**config.mk**
```make
export PLATFORM = sky130hd
export DESIGN_NAME = epoch_gated_quarantine_ring
export DESIGN_NICKNAME = d
export VERILOG_FILES = /design/src/sv/gqr_pkg.sv /design/src/sv/gqr_ram.sv /design/src/sv/gqr_queue.sv /design/src/sv/gqr_front.sv /design/src/sv/gqr_back.sv /design/src/sv/epoch_gated_quarantine_ring.sv
export SDC_FILE = /design/constraint.sdc
export NUM_CORES = 2
export LEC_CHECK = 0
export BUFFER_PORTS_ARGS = -buffer_cell sky130_fd_sc_hd__buf_2
export CORE_MARGIN = 4
export CORE_UTILIZATION = 55
export DETAILED_ROUTE_END_ITERATION = 8
export PLACE_DENSITY = 0.71
export SLEW_MARGIN = 20
export SYNTH_ARGS = -nofsm -noshare
export SYNTH_HDL_FRONTEND = slang
export SYNTH_HIERARCHICAL = 1
export SYNTH_MEMORY_MAX_BITS = 65536
export SYNTH_SLANG_ARGS = --single-unit
```
**constraint.sdc**
```tcl
create_clock -name aclk -period 20.5 [get_ports aclk]
set_input_delay 2.05 -clock aclk [delete_from_list [all_inputs] [get_ports aclk]]
set_output_delay 2.05 -clock aclk [all_outputs]
set_load 0.02 [all_outputs]
```
**src/sv/gqr_pkg.sv**
```systemverilog
package gqr_pkg;

    // Ring geometry
    localparam int CAPACITY    = 32;
    localparam int IDX_W       = $clog2(CAPACITY);
    localparam int PTR_W       = IDX_W + 1;
    localparam int FLUSH_LIMIT = 32;
    localparam int EPOCH_GAP   = 2;
    localparam int QUEUE_DEPTH = 2;

    // Field widths
    localparam int ADDR_W  = 48;
    localparam int SIZE_W  = 32;
    localparam int EPOCH_W = 32;
    localparam int TAG_W   = 16;
    localparam int CNT_W   = 6;
    localparam int KIND_W  = 2;
    localparam int STAT_W  = 2;
    localparam int ENTRY_W = ADDR_W + SIZE_W + EPOCH_W + TAG_W;

    // Stream widths
    localparam int S_DATA_W = 168;
    localparam int M_DATA_W = 112;

    // Input beat layout, lowest bit up
    localparam int S_ADDR_LO  = 0;
    localparam int S_SIZE_LO  = S_ADDR_LO + ADDR_W;
    localparam int S_EPOCH_LO = S_SIZE_LO + SIZE_W;
    localparam int S_TAG_LO   = S_EPOCH_LO + EPOCH_W;
    localparam int S_MAX_LO   = S_TAG_LO + TAG_W;
    localparam int S_FORCE_LO = S_MAX_LO + CNT_W;
    localparam int S_NOW_LO   = S_FORCE_LO + 1;

    // Result beat layout, lowest bit up
    localparam int M_STAT_LO = 0;
    localparam int M_ADDR_LO = M_STAT_LO + STAT_W;
    localparam int M_SIZE_LO = M_ADDR_LO + ADDR_W;
    localparam int M_TAG_LO  = M_SIZE_LO + SIZE_W;
    localparam int M_CNT_LO  = M_TAG_LO + TAG_W;
    localparam int M_OCC_LO  = M_CNT_LO + CNT_W;
    localparam int M_USED_W  = M_OCC_LO + CNT_W;

    // Item kinds
    localparam logic FUNC_ENQUEUE = 1'b0;
    localparam logic FUNC_FLUSH   = 1'b1;

    // Result kinds
    localparam logic [KIND_W-1:0] KIND_ENQ     = 2'd0;
    localparam logic [KIND_W-1:0] KIND_RETIRED = 2'd1;
    localparam logic [KIND_W-1:0] KIND_DONE    = 2'd2;

    // Enqueue status codes
    localparam logic [STAT_W-1:0] STAT_OK   = 2'd0;
    localparam logic [STAT_W-1:0] STAT_ZERO = 2'd1;
    localparam logic [STAT_W-1:0] STAT_SAT  = 2'd2;

    // Classified command passed from front to back
    typedef struct packed {
        logic               func;
        logic               addr_zero;
        logic [ADDR_W-1:0]  addr;
        logic [SIZE_W-1:0]  size;
        logic [EPOCH_W-1:0] epoch;
        logic [TAG_W-1:0]   tag;
        logic [CNT_W-1:0]   limit;
        logic               force_req;
        logic [EPOCH_W-1:0] now;
    } cmd_t;

    // One result beat
    typedef struct packed {
        logic [KIND_W-1:0]  kind;
        logic [STAT_W-1:0]  status;
        logic [ADDR_W-1:0]  addr;
        logic [SIZE_W-1:0]  size;
        logic [TAG_W-1:0]   tag;
        logic [CNT_W-1:0]   count;
        logic [CNT_W-1:0]   occ;
        logic               last;
    } res_t;

    // Handshake between queue and back end
    typedef struct packed {
        logic valid;
        cmd_t cmd;
    } qout_t;

endpackage

```
**src/sv/gqr_ram.sv**
```systemverilog
module gqr_ram #(
    parameter int WIDTH = 8,
    parameter int DEPTH = 16
) (
    input  logic                     aclk,
    input  logic                     wr_en,
    input  logic [$clog2(DEPTH)-1:0] wr_addr,
    input  logic [WIDTH-1:0]         wr_data,
    input  logic                     rd_en,
    input  logic [$clog2(DEPTH)-1:0] rd_addr,
    output logic [WIDTH-1:0]         rd_data
);

    logic [WIDTH-1:0] mem_reg [DEPTH];
    logic [WIDTH-1:0] rd_data_reg;

    // Write port and registered read port
    always_ff @(posedge aclk) begin
        if (wr_en) begin
            mem_reg[wr_addr] <= wr_data;
        end
        if (rd_en) begin
            rd_data_reg <= mem_reg[rd_addr];
        end
    end

    assign rd_data = rd_data_reg;

endmodule

```
**src/sv/gqr_queue.sv**
```systemverilog
module gqr_queue (
    input  logic          aclk,
    input  logic          aresetn,
    input  logic          push,
    input  gqr_pkg::cmd_t push_cmd,
    output logic          full,
    input  logic          pop,
    output gqr_pkg::qout_t head
);
    import gqr_pkg::*;

    localparam int QPTR_W = $clog2(QUEUE_DEPTH);
    localparam int QCNT_W = QPTR_W + 1;

    cmd_t              entry_reg [QUEUE_DEPTH];
    logic [QPTR_W-1:0] wr_ptr_reg, wr_ptr_next;
    logic [QPTR_W-1:0] rd_ptr_reg, rd_ptr_next;
    logic [QCNT_W-1:0] count_reg, count_next;
    logic              push_ok, pop_ok;

    assign full    = (count_reg == QCNT_W'(QUEUE_DEPTH));
    assign push_ok = push && !full;
    assign pop_ok  = pop && (count_reg != '0);

    // Advance pointers, wrapping at the queue depth
    always_comb begin
        wr_ptr_next = wr_ptr_reg;
        rd_ptr_next = rd_ptr_reg;
        count_next  = count_reg;
        if (push_ok) begin
            wr_ptr_next = (wr_ptr_reg == QPTR_W'(QUEUE_DEPTH - 1)) ? '0 : wr_ptr_reg + 1'b1;
        end
        if (pop_ok) begin
            rd_ptr_next = (rd_ptr_reg == QPTR_W'(QUEUE_DEPTH - 1)) ? '0 : rd_ptr_reg + 1'b1;
        end
        if (push_ok && !pop_ok) begin
            count_next = count_reg + 1'b1;
        end else if (pop_ok && !push_ok) begin
            count_next = count_reg - 1'b1;
        end
    end

    always_ff @(posedge aclk) begin
        if (!aresetn) begin
            wr_ptr_reg <= '0;
            rd_ptr_reg <= '0;
            count_reg  <= '0;
        end else begin
            wr_ptr_reg <= wr_ptr_next;
            rd_ptr_reg <= rd_ptr_next;
            count_reg  <= count_next;
        end
    end

    // Store payload, no reset needed
    always_ff @(posedge aclk) begin
        if (push_ok) begin
            entry_reg[wr_ptr_reg] <= push_cmd;
        end
    end

    assign head.valid = (count_reg != '0);
    assign head.cmd   = entry_reg[rd_ptr_reg];

endmodule

```
**src/sv/gqr_front.sv**
```systemverilog
module gqr_front (
    input  logic                          aclk,
    input  logic                          aresetn,
    input  logic                          s_tvalid,
    output logic                          s_tready,
    input  logic [gqr_pkg::S_DATA_W-1:0]  s_tdata,
    input  logic                          s_tuser,
    input  logic                          cmd_pop,
    output gqr_pkg::qout_t                cmd_head
);
    import gqr_pkg::*;

    cmd_t cmd_reg;
    cmd_t cmd_next;
    logic cmd_valid_reg;
    logic q_full;
    logic push_ok;
    logic [CNT_W-1:0] raw_max;

    // Classify the incoming beat: flag zero address, clamp the retire limit
    always_comb begin
        raw_max            = s_tdata[S_MAX_LO +: CNT_W];
        cmd_next.func      = s_tuser;
        cmd_next.addr      = s_tdata[S_ADDR_LO +: ADDR_W];
        cmd_next.addr_zero = (s_tdata[S_ADDR_LO +: ADDR_W] == '0);
        cmd_next.size      = s_tdata[S_SIZE_LO +: SIZE_W];
        cmd_next.epoch     = s_tdata[S_EPOCH_LO +: EPOCH_W];
        cmd_next.tag       = s_tdata[S_TAG_LO +: TAG_W];
        cmd_next.limit     = (raw_max > CNT_W'(FLUSH_LIMIT)) ? CNT_W'(FLUSH_LIMIT) : raw_max;
        cmd_next.force_req = s_tdata[S_FORCE_LO];
        cmd_next.now       = s_tdata[S_NOW_LO +: EPOCH_W];
    end

    assign push_ok  = cmd_valid_reg && !q_full;
    assign s_tready = !cmd_valid_reg || !q_full;

    // Hold the classified command until the queue takes it
    always_ff @(posedge aclk) begin
        if (!aresetn) begin
            cmd_valid_reg <= 1'b0;
        end else if (s_tvalid && s_tready) begin
            cmd_valid_reg <= 1'b1;
        end else if (push_ok) begin
            cmd_valid_reg <= 1'b0;
        end
    end

    always_ff @(posedge aclk) begin
        if (s_tvalid && s_tready) begin
            cmd_reg <= cmd_next;
        end
    end

    gqr_queue u_queue (
        .aclk     (aclk),
        .aresetn  (aresetn),
        .push     (cmd_valid_reg),
        .push_cmd (cmd_reg),
        .full     (q_full),
        .pop      (cmd_pop),
        .head     (cmd_head)
    );

endmodule

```
**src/sv/gqr_back.sv**
```systemverilog
module gqr_back (
    input  logic           aclk,
    input  logic           aresetn,
    input  gqr_pkg::qout_t cmd_head,
    output logic           cmd_pop,
    output logic           res_valid,
    input  logic           res_ready,
    output gqr_pkg::res_t  res
);
    import gqr_pkg::*;

    typedef enum logic [1:0] {
        ST_IDLE,
        ST_READ,
        ST_EVAL
    } state_t;

    state_t             state_reg, state_next;
    logic [PTR_W-1:0]   head_reg, head_next;
    logic [PTR_W-1:0]   tail_reg, tail_next;
    logic [CNT_W-1:0]   done_reg, done_next;
    logic [CNT_W-1:0]   limit_reg, limit_next;
    logic               force_reg, force_next;
    logic [EPOCH_W-1:0] now_reg, now_next;
    logic               out_valid_reg, out_valid_next;
    res_t               res_reg, res_next;

    logic               full, empty, out_free, wait_epoch;
    logic               wr_en, rd_en;
    logic [ENTRY_W-1:0] wr_data, rd_data;
    logic [ADDR_W-1:0]  rd_addr_f;
    logic [SIZE_W-1:0]  rd_size_f;
    logic [EPOCH_W-1:0] rd_epoch_f;
    logic [TAG_W-1:0]   rd_tag_f;
    cmd_t               cmd;

    assign cmd      = cmd_head.cmd;
    assign empty    = (tail_reg == head_reg);
    assign full     = (tail_reg[IDX_W] != head_reg[IDX_W])
                   && (tail_reg[IDX_W-1:0] == head_reg[IDX_W-1:0]);
    assign out_free = !out_valid_reg || res_ready;

    assign wr_data = {cmd.tag, cmd.epoch, cmd.size, cmd.addr};
    assign {rd_tag_f, rd_epoch_f, rd_size_f, rd_addr_f} = rd_data;

    // Entry waits while its epoch plus the gap is beyond the current epoch
    assign wait_epoch = !force_reg
        && (({1'b0, rd_epoch_f} + (EPOCH_W + 1)'(EPOCH_GAP)) > {1'b0, now_reg});

    gqr_ram #(
        .WIDTH (ENTRY_W),
        .DEPTH (CAPACITY)
    ) u_slots (
        .aclk    (aclk),
        .wr_en   (wr_en),
        .wr_addr (tail_reg[IDX_W-1:0]),
        .wr_data (wr_data),
        .rd_en   (rd_en),
        .rd_addr (head_reg[IDX_W-1:0]),
        .rd_data (rd_data)
    );

    // Sequence enqueues and the flush retire loop
    always_comb begin
        state_next     = state_reg;
        head_next      = head_reg;
        tail_next      = tail_reg;
        done_next      = done_reg;
        limit_next     = limit_reg;
        force_next     = force_reg;
        now_next       = now_reg;
        out_valid_next = out_valid_reg && !res_ready;
        res_next       = res_reg;
        cmd_pop        = 1'b0;
        wr_en          = 1'b0;
        rd_en          = 1'b0;

        case (state_reg)
            ST_IDLE: begin
                if (cmd_head.valid && out_free) begin
                    cmd_pop = 1'b1;
                    if (cmd.func == FUNC_ENQUEUE) begin
                        res_next        = '0;
                        res_next.kind   = KIND_ENQ;
                        res_next.last   = 1'b1;
                        if (cmd.addr_zero) begin
                            res_next.status = STAT_ZERO;
                        end else if (full) begin
                            res_next.status = STAT_SAT;
                        end else begin
                            res_next.status = STAT_OK;
                            wr_en           = 1'b1;
                            tail_next       = tail_reg + 1'b1;
                        end
                        res_next.occ   = CNT_W'(tail_next - head_reg);
                        out_valid_next = 1'b1;
                    end else begin
                        limit_next = cmd.limit;
                        force_next = cmd.force_req;
                        now_next   = cmd.now;
                        done_next  = '0;
                        state_next = ST_READ;
                    end
                end
            end
            ST_READ: begin
                if (empty || done_reg == limit_reg) begin
                    if (out_free) begin
                        res_next       = '0;
                        res_next.kind  = KIND_DONE;
                        res_next.count = done_reg;
                        res_next.occ   = CNT_W'(tail_reg - head_reg);
                        res_next.last  = 1'b1;
                        out_valid_next = 1'b1;
                        state_next     = ST_IDLE;
                    end
                end else begin
                    rd_en      = 1'b1;
                    state_next = ST_EVAL;
                end
            end
            ST_EVAL: begin
                if (out_free) begin
                    res_next       = '0;
                    out_valid_next = 1'b1;
                    if (wait_epoch) begin
                        res_next.kind  = KIND_DONE;
                        res_next.count = done_reg;
                        res_next.occ   = CNT_W'(tail_reg - head_reg);
                        res_next.last  = 1'b1;
                        state_next     = ST_IDLE;
                    end else begin
                        head_next     = head_reg + 1'b1;
                        done_next     = done_reg + 1'b1;
                        res_next.kind = KIND_RETIRED;
                        res_next.addr = rd_addr_f;
                        res_next.size = rd_size_f;
                        res_next.tag  = rd_tag_f;
                        res_next.occ  = CNT_W'(tail_reg - head_next);
                        state_next    = ST_READ;
                    end
                end
            end
            default: begin
                state_next = ST_IDLE;
            end
        endcase
    end

    // Hold state, pointers and the result register
    always_ff @(posedge aclk) begin
        if (!aresetn) begin
            state_reg     <= ST_IDLE;
            head_reg      <= '0;
            tail_reg      <= '0;
            done_reg      <= '0;
            out_valid_reg <= 1'b0;
        end else begin
            state_reg     <= state_next;
            head_reg      <= head_next;
            tail_reg      <= tail_next;
            done_reg      <= done_next;
            out_valid_reg <= out_valid_next;
        end
        limit_reg <= limit_next;
        force_reg <= force_next;
        now_reg   <= now_next;
        res_reg   <= res_next;
    end

    assign res_valid = out_valid_reg;
    assign res       = res_reg;

    // Ring never holds more than its capacity
    a_occ_bound: assert property (@(posedge aclk) disable iff (!aresetn)
        (PTR_W'(tail_reg - head_reg) <= PTR_W'(CAPACITY)))
        else $error("ring occupancy above capacity");

    // No slot is written while the ring is full
    a_no_overwrite: assert property (@(posedge aclk) disable iff (!aresetn)
        wr_en |-> !full)
        else $error("slot written while ring full");

    // No slot is read while the ring is empty
    a_no_empty_read: assert property (@(posedge aclk) disable iff (!aresetn)
        rd_en |-> !empty)
        else $error("slot read while ring empty");

    // A flush never retires more than its limit
    a_limit: assert property (@(posedge aclk) disable iff (!aresetn)
        (state_reg != ST_IDLE) |-> (done_reg <= limit_reg))
        else $error("flush retired past its limit");

    // Evaluation always follows a slot read
    a_eval_after_read: assert property (@(posedge aclk) disable iff (!aresetn)
        (state_reg == ST_EVAL && $past(state_reg) != ST_EVAL) |-> $past(rd_en))
        else $error("entry evaluated without a read");

endmodule

```
**src/sv/epoch_gated_quarantine_ring.sv**
```systemverilog
// Quarantine ring for freed blocks, 32 slots.
// Input stream (s_*): one beat per command. s_tuser selects enqueue (0) or
// flush (1). An enqueue stores address, size, free epoch and owner tag at the
// tail and answers with one status beat. A flush retires entries from the head
// while their epoch plus two is not beyond the current epoch (or always when
// forced), up to max_count, giving one beat per retired entry and a closing
// beat with the count. The closing or status beat carries m_tlast.
// Every result beat reports ring occupancy after it.
// Path: an enqueue's status beat follows its input beat through the input
// register, the command queue and the result register; a flush's first
// beat also waits for the slot read.
// Throughput: enqueues sustain one per cycle while m_tready is high. A flush
// retires its entries one after another, each in a read state and an
// evaluate state, since each entry needs a read of the slot memory, whose
// registered read port is followed by the epoch check.
// Reset: synchronous, active low; empties the ring and drops queued commands.
// Stall: while m_tready is low the result beat holds; the back end stops, the
// two-entry command queue and the input register fill, then s_tready falls.
module epoch_gated_quarantine_ring (
    input  logic                          aclk,
    input  logic                          aresetn,
    input  logic                          s_tvalid,
    output logic                          s_tready,
    // tdata: block_addr[47:0], block_size[79:48], entry_epoch[111:80],
    //        owner_tag[127:112], max_count[133:128], force_req[134],
    //        current_epoch[166:135], zero pad[167]
    input  logic [gqr_pkg::S_DATA_W-1:0]  s_tdata,
    // tuser: func[0]
    input  logic                          s_tuser,
    output logic                          m_tvalid,
    input  logic                          m_tready,
    // tdata: status[1:0], retired_addr[49:2], retired_size[81:50],
    //        retired_tag[97:82], flushed_count[103:98], occupancy[109:104],
    //        zero pad[111:110]
    output logic [gqr_pkg::M_DATA_W-1:0]  m_tdata,
    // tuser: kind[1:0]
    output logic [gqr_pkg::KIND_W-1:0]    m_tuser,
    output logic                          m_tlast
);
    import gqr_pkg::*;

    qout_t cmd_head;
    logic  cmd_pop;
    res_t  res;

    gqr_front u_front (
        .aclk     (aclk),
        .aresetn  (aresetn),
        .s_tvalid (s_tvalid),
        .s_tready (s_tready),
        .s_tdata  (s_tdata),
        .s_tuser  (s_tuser),
        .cmd_pop  (cmd_pop),
        .cmd_head (cmd_head)
    );

    gqr_back u_back (
        .aclk      (aclk),
        .aresetn   (aresetn),
        .cmd_head  (cmd_head),
        .cmd_pop   (cmd_pop),
        .res_valid (m_tvalid),
        .res_ready (m_tready),
        .res       (res)
    );

    // Pack the result beat
    assign m_tdata = {(M_DATA_W - M_USED_W)'(0), res.occ, res.count, res.tag,
                      res.size, res.addr, res.status};
    assign m_tuser = res.kind;
    assign m_tlast = res.last;

endmodule
```
Yosys cells after proc, flatten, opt, wreduce, memory -nomap -nowiden
Memory sizes are Yosys's and may differ from the RTL's. A register that Yosys moved wholly into a read port is not among the register bits.
Cells that the tools add are included.
Cells by class
  add/sub/neg operators: 11
  magnitude comparators: 2
  equality and inequality tests: 15
  mux-type cells: 56
  bitwise logic cells: 2
  reductions and logical operators: 32
Operators by type and width (count)
  $mux 113: 5
  $pmux 113 s3: 1
  $mux 96: 1
  $mux 6: 11
  $logic_not 48->1: 1
  $add 32x2->33 const B: 1
  $gt 33x32->1: 1
  $mux 1: 25
  $mux 2: 10
  $add 6x1->6 const B: 3
  $sub 6x6->6: 3
  $eq 6x6->1: 2
  $pmux 6 s2: 1
  $ne 2x1->1 const B: 5
  $logic_and 1x1->1: 9
  $reduce_and 3->1: 3
  $reduce_bool 2->1: 4
  $logic_not 1->1: 7
  $gt 6x6->1 const B: 1
  $pmux 2 s3: 1
  $reduce_and 6->1: 1
  $eq 5x5->1: 1
  $reduce_and 5->1: 1
  $eq 2x2->1 const B: 2
  other kinds (13): 18
Storage, ports and cells
  register bits: 347
  bits in writable memories: 4434
  bits of input ports: 173
  output and inout port bits: 117
  memories kept: 2
Memory list
  u_back.u_slots.mem_reg: words 32, width 128, read ports 1, clocked after Yosys merged registers in 1, wr ports 1, RTL line gqr_ram.sv:14  | logic [WIDTH-1:0] mem_reg [DEPTH];
  u_front.u_queue.entry_reg: words 2, width 169, read ports 1, clocked after Yosys merged registers in 1, wr ports 1, RTL line gqr_queue.sv:15  | cmd_t entry_reg [QUEUE_DEPTH];

Logic depth before layout (Yosys ltp)
  word-level depth: 11
  mapped depth: 18
  depth with buffers taken out: 17

Modules after synthesis
The synthesis kept the hierarchy.
Modules (own cells, without submodules)
  gqr_ram: instances 1, cells each 6440, area an instance 156485.1 um^2
  gqr_queue: instances 1, cells each 551, area an instance 12847.3 um^2
  gqr_back: instances 1, cells each 752, area an instance 8784.7 um^2
  gqr_front: instances 1, cells each 196, area an instance 5261.3 um^2
  epoch_gated_quarantine_ring: instances 1, cells each 3, area an instance 18.8 um^2

Least setup slack after synthesis
Ideal clock, no wire load.
  path type: register to register
  start point: reg u_back.head_reg[3]
  end point: reg u_back.res_reg, in the netlist u_back/res[0], enable pin
  arrival: 16.555 ns
  required time: 18.152 ns
  setup slack: 1.597 ns
  cell stages (with the launch flop): 8
  period minus slack after synthesis: 18.903 ns
  cell sequence: dfxtp_1 -> inv_1 -> ha_1 -> nor2b_1 -> nand4_1 -> o22ai_1 -> nor2_1 -> nor3_1
Between the ends
  longest elaborated chain between the ends: 4
RTL lines
  from (decl): RTL line gqr_back.sv:19  | logic [PTR_W-1:0] head_reg, head_next;
  from (signal assigned): RTL line gqr_back.sv:160  | head_reg <= head_next;
  $eq 6x6->1: RTL line gqr_back.sv:38  | assign empty = (tail_reg == head_reg);
  $logic_or 1x1->1: RTL line gqr_back.sv:107  | if (empty || done_reg == limit_reg) begin
  $ne 2x1->1 (no line)
  $reduce_and 6->1 (no line)
  to (signal assigned): RTL line gqr_back.sv:168  | res_reg <= res_next;
  to (decl): RTL line gqr_back.sv:26  | res_t res_reg, res_next;
Every way passes these cells.
A chain may end at the register's enable or synchronous reset.

==> summary.md <==
| Metric | Value |
|---|---|
| Skew final | `a little under 0.08 ns` |
| Synth cell types | `69` |
| DR vias | `88000` |
| # resized after CTS | `0` |
| Ys async rst share | `0` |
| Synthesized instance count | `slightly below 8000` |
| Vias per Instance | `approximately 6.7` |
| Iteration-0 DRC count of the detailed router | `between 10000 and 15000` |
| Least-Margin Pin Slew | `between 1 and 1.5 ns` |
| Final hold vios | `0` |
| Crit. End Element | `flip-flop` |
| Final setup violation count | `0` |
| Total negative slack | `0 ns` |
| Crit path time final | `about 6.9 ns` |
| Power Total | `between 20000 and 25000 uW` |
| GRT Total Usage | `0.261` |
| WL per Instance | `about 34 um` |
| Status | `complete, no violations` |
| Gr ovfl total | `0` |
| Synthesized area | `between 0.15 and 0.2 sq mm` |
| CP Max Fanout | `52` |
| CTS tree | `built` |
| Yosys top cell area share | `0.800` |
| Slew Viols, Final | `0` |
| Initial antenna violation count | `13` |
| Die ar. | `~0.34 sq mm` |
| Post-synthesis sequential area ratio | `0.802` |
| Dpl hpwl | `about 220000 um` |
| Clock-pin slew on the worst setup and hold paths | `roughly 0.06 ns` |
| Routed Antenna Nets | `0` |
| Slew margin rel. | `0.211` |
| Layout area overhead | `11.8%` |
| Post-CTS setup buffer count | `0` |
| Core ar. | `roughly 0.33 sq mm` |
| Chip width | `585 um` |
| Input/output buffers | `between 200 and 300` |
| First-pass GRT wire length | `roughly 640000 um` |
| Arr. time, crit path | `between 7 and 8 ns` |
| Crit path required time | `around 21 ns` |
| Pwr dens | `108 mW/mm^2` |
| Crit path launch type | `flip-flop` |
| Number of fill cells | `~22000` |
| # hold bufs at CTS | `0` |
| F_max | `between 100 and 150 MHz` |
| IO Count | `290` |
| Std cell rows | `211` |
| Hold/Removal Path Class | `flip-flop to flip-flop` |
| CTS Buf Count | `between 400 and 500` |
| Largest net degree at the start of global routing | `139` |
| WS Path Type | `flip-flop to flip-flop` |
| Peak VDD IR | `around 0.00010 V` |
| Top cells by area, synth | `edfxtp_1 (80%), mux4_2 (12%), o22ai_1 (1.5%)` |
| Root Driver | `clkbuf_16` |
| Clk_lat worst skew | `roughly 1.0 ns` |
| MaxCap Viol Count | `0` |
| Ys Warns | `6` |
| Syn Area/Cell | `between 20 and 25 sq um` |
| Main synth FF type | `edfxtp_1` |
| CTS Sinks | `just under 5000` |
| Tcrit/Tclk final | `0.338` |
| Final hold slack | `approximately 0.44 ns` |
| Gpl congestion | `between 0.7 and 0.8` |
| Post-Route WL | `roughly 450000 um` |
| DRC errors left | `0` |
| Starting Density | `0.554` |
| Die H | `between 500 and 600 um` |
| EDFF count, synth | `4883` |
| CTS Buffer Depth | `4` |
| Vias in the first global route | `around 88000` |
| Fraction of layout cells with a size suffix above 1 | `0.263` |
| Leakage Power | `0.0630 uW` |
| First-pass DRT Iterations | `6` |
| Leading area contributor after synthesis | `edfxtp_1` |
| Max reg flops | `4096` |
| Seq cells post-synth | `roughly 4900` |
| # nets final | `8699` |
| RSZ-0062 raised after global routing | `no` |
| H-tree levels | `5` |
==> power by group <==
group / total (uW) / switching (uW) / internal [uW]
Clock: 8290 / 3620 / 4670
Sequential: 12100 / 112 / 12000
Combinational: 1710 / 1310 / 399
==> cell usage in the layout, fill, tap and decap left out, types with 8 or more instances in the layout <==
cell type   instances
a21oi_1            28
clkinv_2          102
nand3_1            62
clkinv_1           94
o21ai_0            18
a21boi_0            9
buf_2             286
dfxtp_1            24
clkinvlp_4         16
nor4_1            115
inv_1              68
nor2_4             34
nor3_1             10
ha_1               55
clkbuf_8           10
mux2i_1           138
bufinv_16          34
edfxtp_1         4883
mux2_4            100
buf_12             39
nand2_1            53
clkbuf_1           92
nor4_2             11
and3_1             98
xnor2_1            47
mux2_2             69
nor2b_1            11
a22oi_1           103
nand4_1            35
and2_1             10
clkinv_16           8
a21o_1             11
clkbuf_16         471
buf_4             135
o22ai_1           445
xor2_1             15
mux4_2            956
nor2_1             28
==> kinds of logic (layout without fill, tap and decap cells) <==
group	Yosys count	in the layout	share of synthesized area
multiplexers	1263	1263	0.137
adder cells (fa/ha/maj)	59	59	0.00415
buffers and inverters	473	1376	0.0136
AO/OA/AOI/OAI	654	654	0.0233
AND/OR/NAND/NOR	520	520	0.0161
XOR/XNOR	62	62	0.00296
flip-flops	4910	4910	0.802
other	1	9	0.0000204
==> cell usage after synthesis (all sizes together) (56+ instances only) <==
| cell | n |
|---|---|
| a22oi | 103 |
| and3 | 99 |
| buf | 267 |
| clkbuf | 137 |
| edfxtp | 4883 |
| ha | 56 |
| inv | 69 |
| mux2 | 169 |
| mux2i | 138 |
| mux4 | 956 |
| nand3 | 63 |
| nor2 | 64 |
| nor4 | 127 |
| o22ai | 445 |
==> worst paths after layout <==
path / startpoint / to / slack, ns / cells past startpoint
max: u_back/u_slots/rd_data[81]$_DFFE_PP_ / u_back/res[62]$_DFFE_PP_ / 13.57 / 17
min: u_front/cmd_reg[6]$_DFFE_PP_ / u_front/u_queue/entry_reg[1][6]$_DFFE_PP_ / 0.44 / 0
max reg2reg: u_back/u_slots/rd_data[81]$_DFFE_PP_ / u_back/res[62]$_DFFE_PP_ / 13.57 / 17
min reg2reg: u_front/cmd_reg[6]$_DFFE_PP_ / u_front/u_queue/entry_reg[1][6]$_DFFE_PP_ / 0.44 / 0
==> layout make-up <==
cell class | count | area [sq um] | share of cell area
Multi-Input combinational cell | 2560 | 34100 | 0.167
Sequential cell | 4910 | 147000 | 0.718
Tap cell | 4366 | 5460 | 0.0266
Inverter | 69 | 262 | 0.00128
Timing Repair Buffer | 461 | 3240 | 0.0158
Clock inverter | 273 | 2460 | 0.0120
Antenna cell | 7 | 17.5 | 0.0000854
Clock buffer | 573 | 12300 | 0.0598
==> metrics by stage <==
| step | setup slack [ns] | utilization | area (sq um) | cells |
|---|---|---|---|---|
| final | 13.57 | 0.619 | 205000 | 13200 |
| after global routing | 13.29 | 0.619 | 205000 | 13200 |
| after CTS | 13.75 | 0.619 | 205000 | 13200 |
| after detailed placement | 13.21 | 0.574 | 190000 | 12400 |
| after global placement | 13.22 | 0.574 | 190000 | 12400 |
| after floorplan | 1.60 | - | 183000 | 7943 |
==> per-layer routing <==
layer | up-vias | part of all wire | global-route usage
li1 | 34900 | - | -
met1 | 46700 | 0.38 | 0.376
met2 | 5422 | 0.48 | 0.416
met3 | 881 | 0.11 | 0.0453
met4 | 4 | 0.033 | 0.0804
met5 | - | 0.000049 | 0
==> critical path, stage by stage, from the launching register on <==
cell and delay [ns]:
edfxtp_1 0.43, ha_1 0.21, nand3_1 0.15, nor4_1 0.79, nand4_1 0.36, inv_1 0.26, nand4_1 0.14, xnor2_1 0.15
ha_1 0.31, a21oi_1 0.16, nand2_1 0.08, a221oi_1 0.53, nand4_1 0.37, a31oi_1 0.77, o21ai_2 0.34, inv_4 0.60
buf_4 0.73, and3_1 0.28
(Power assumes the default switching activity.)
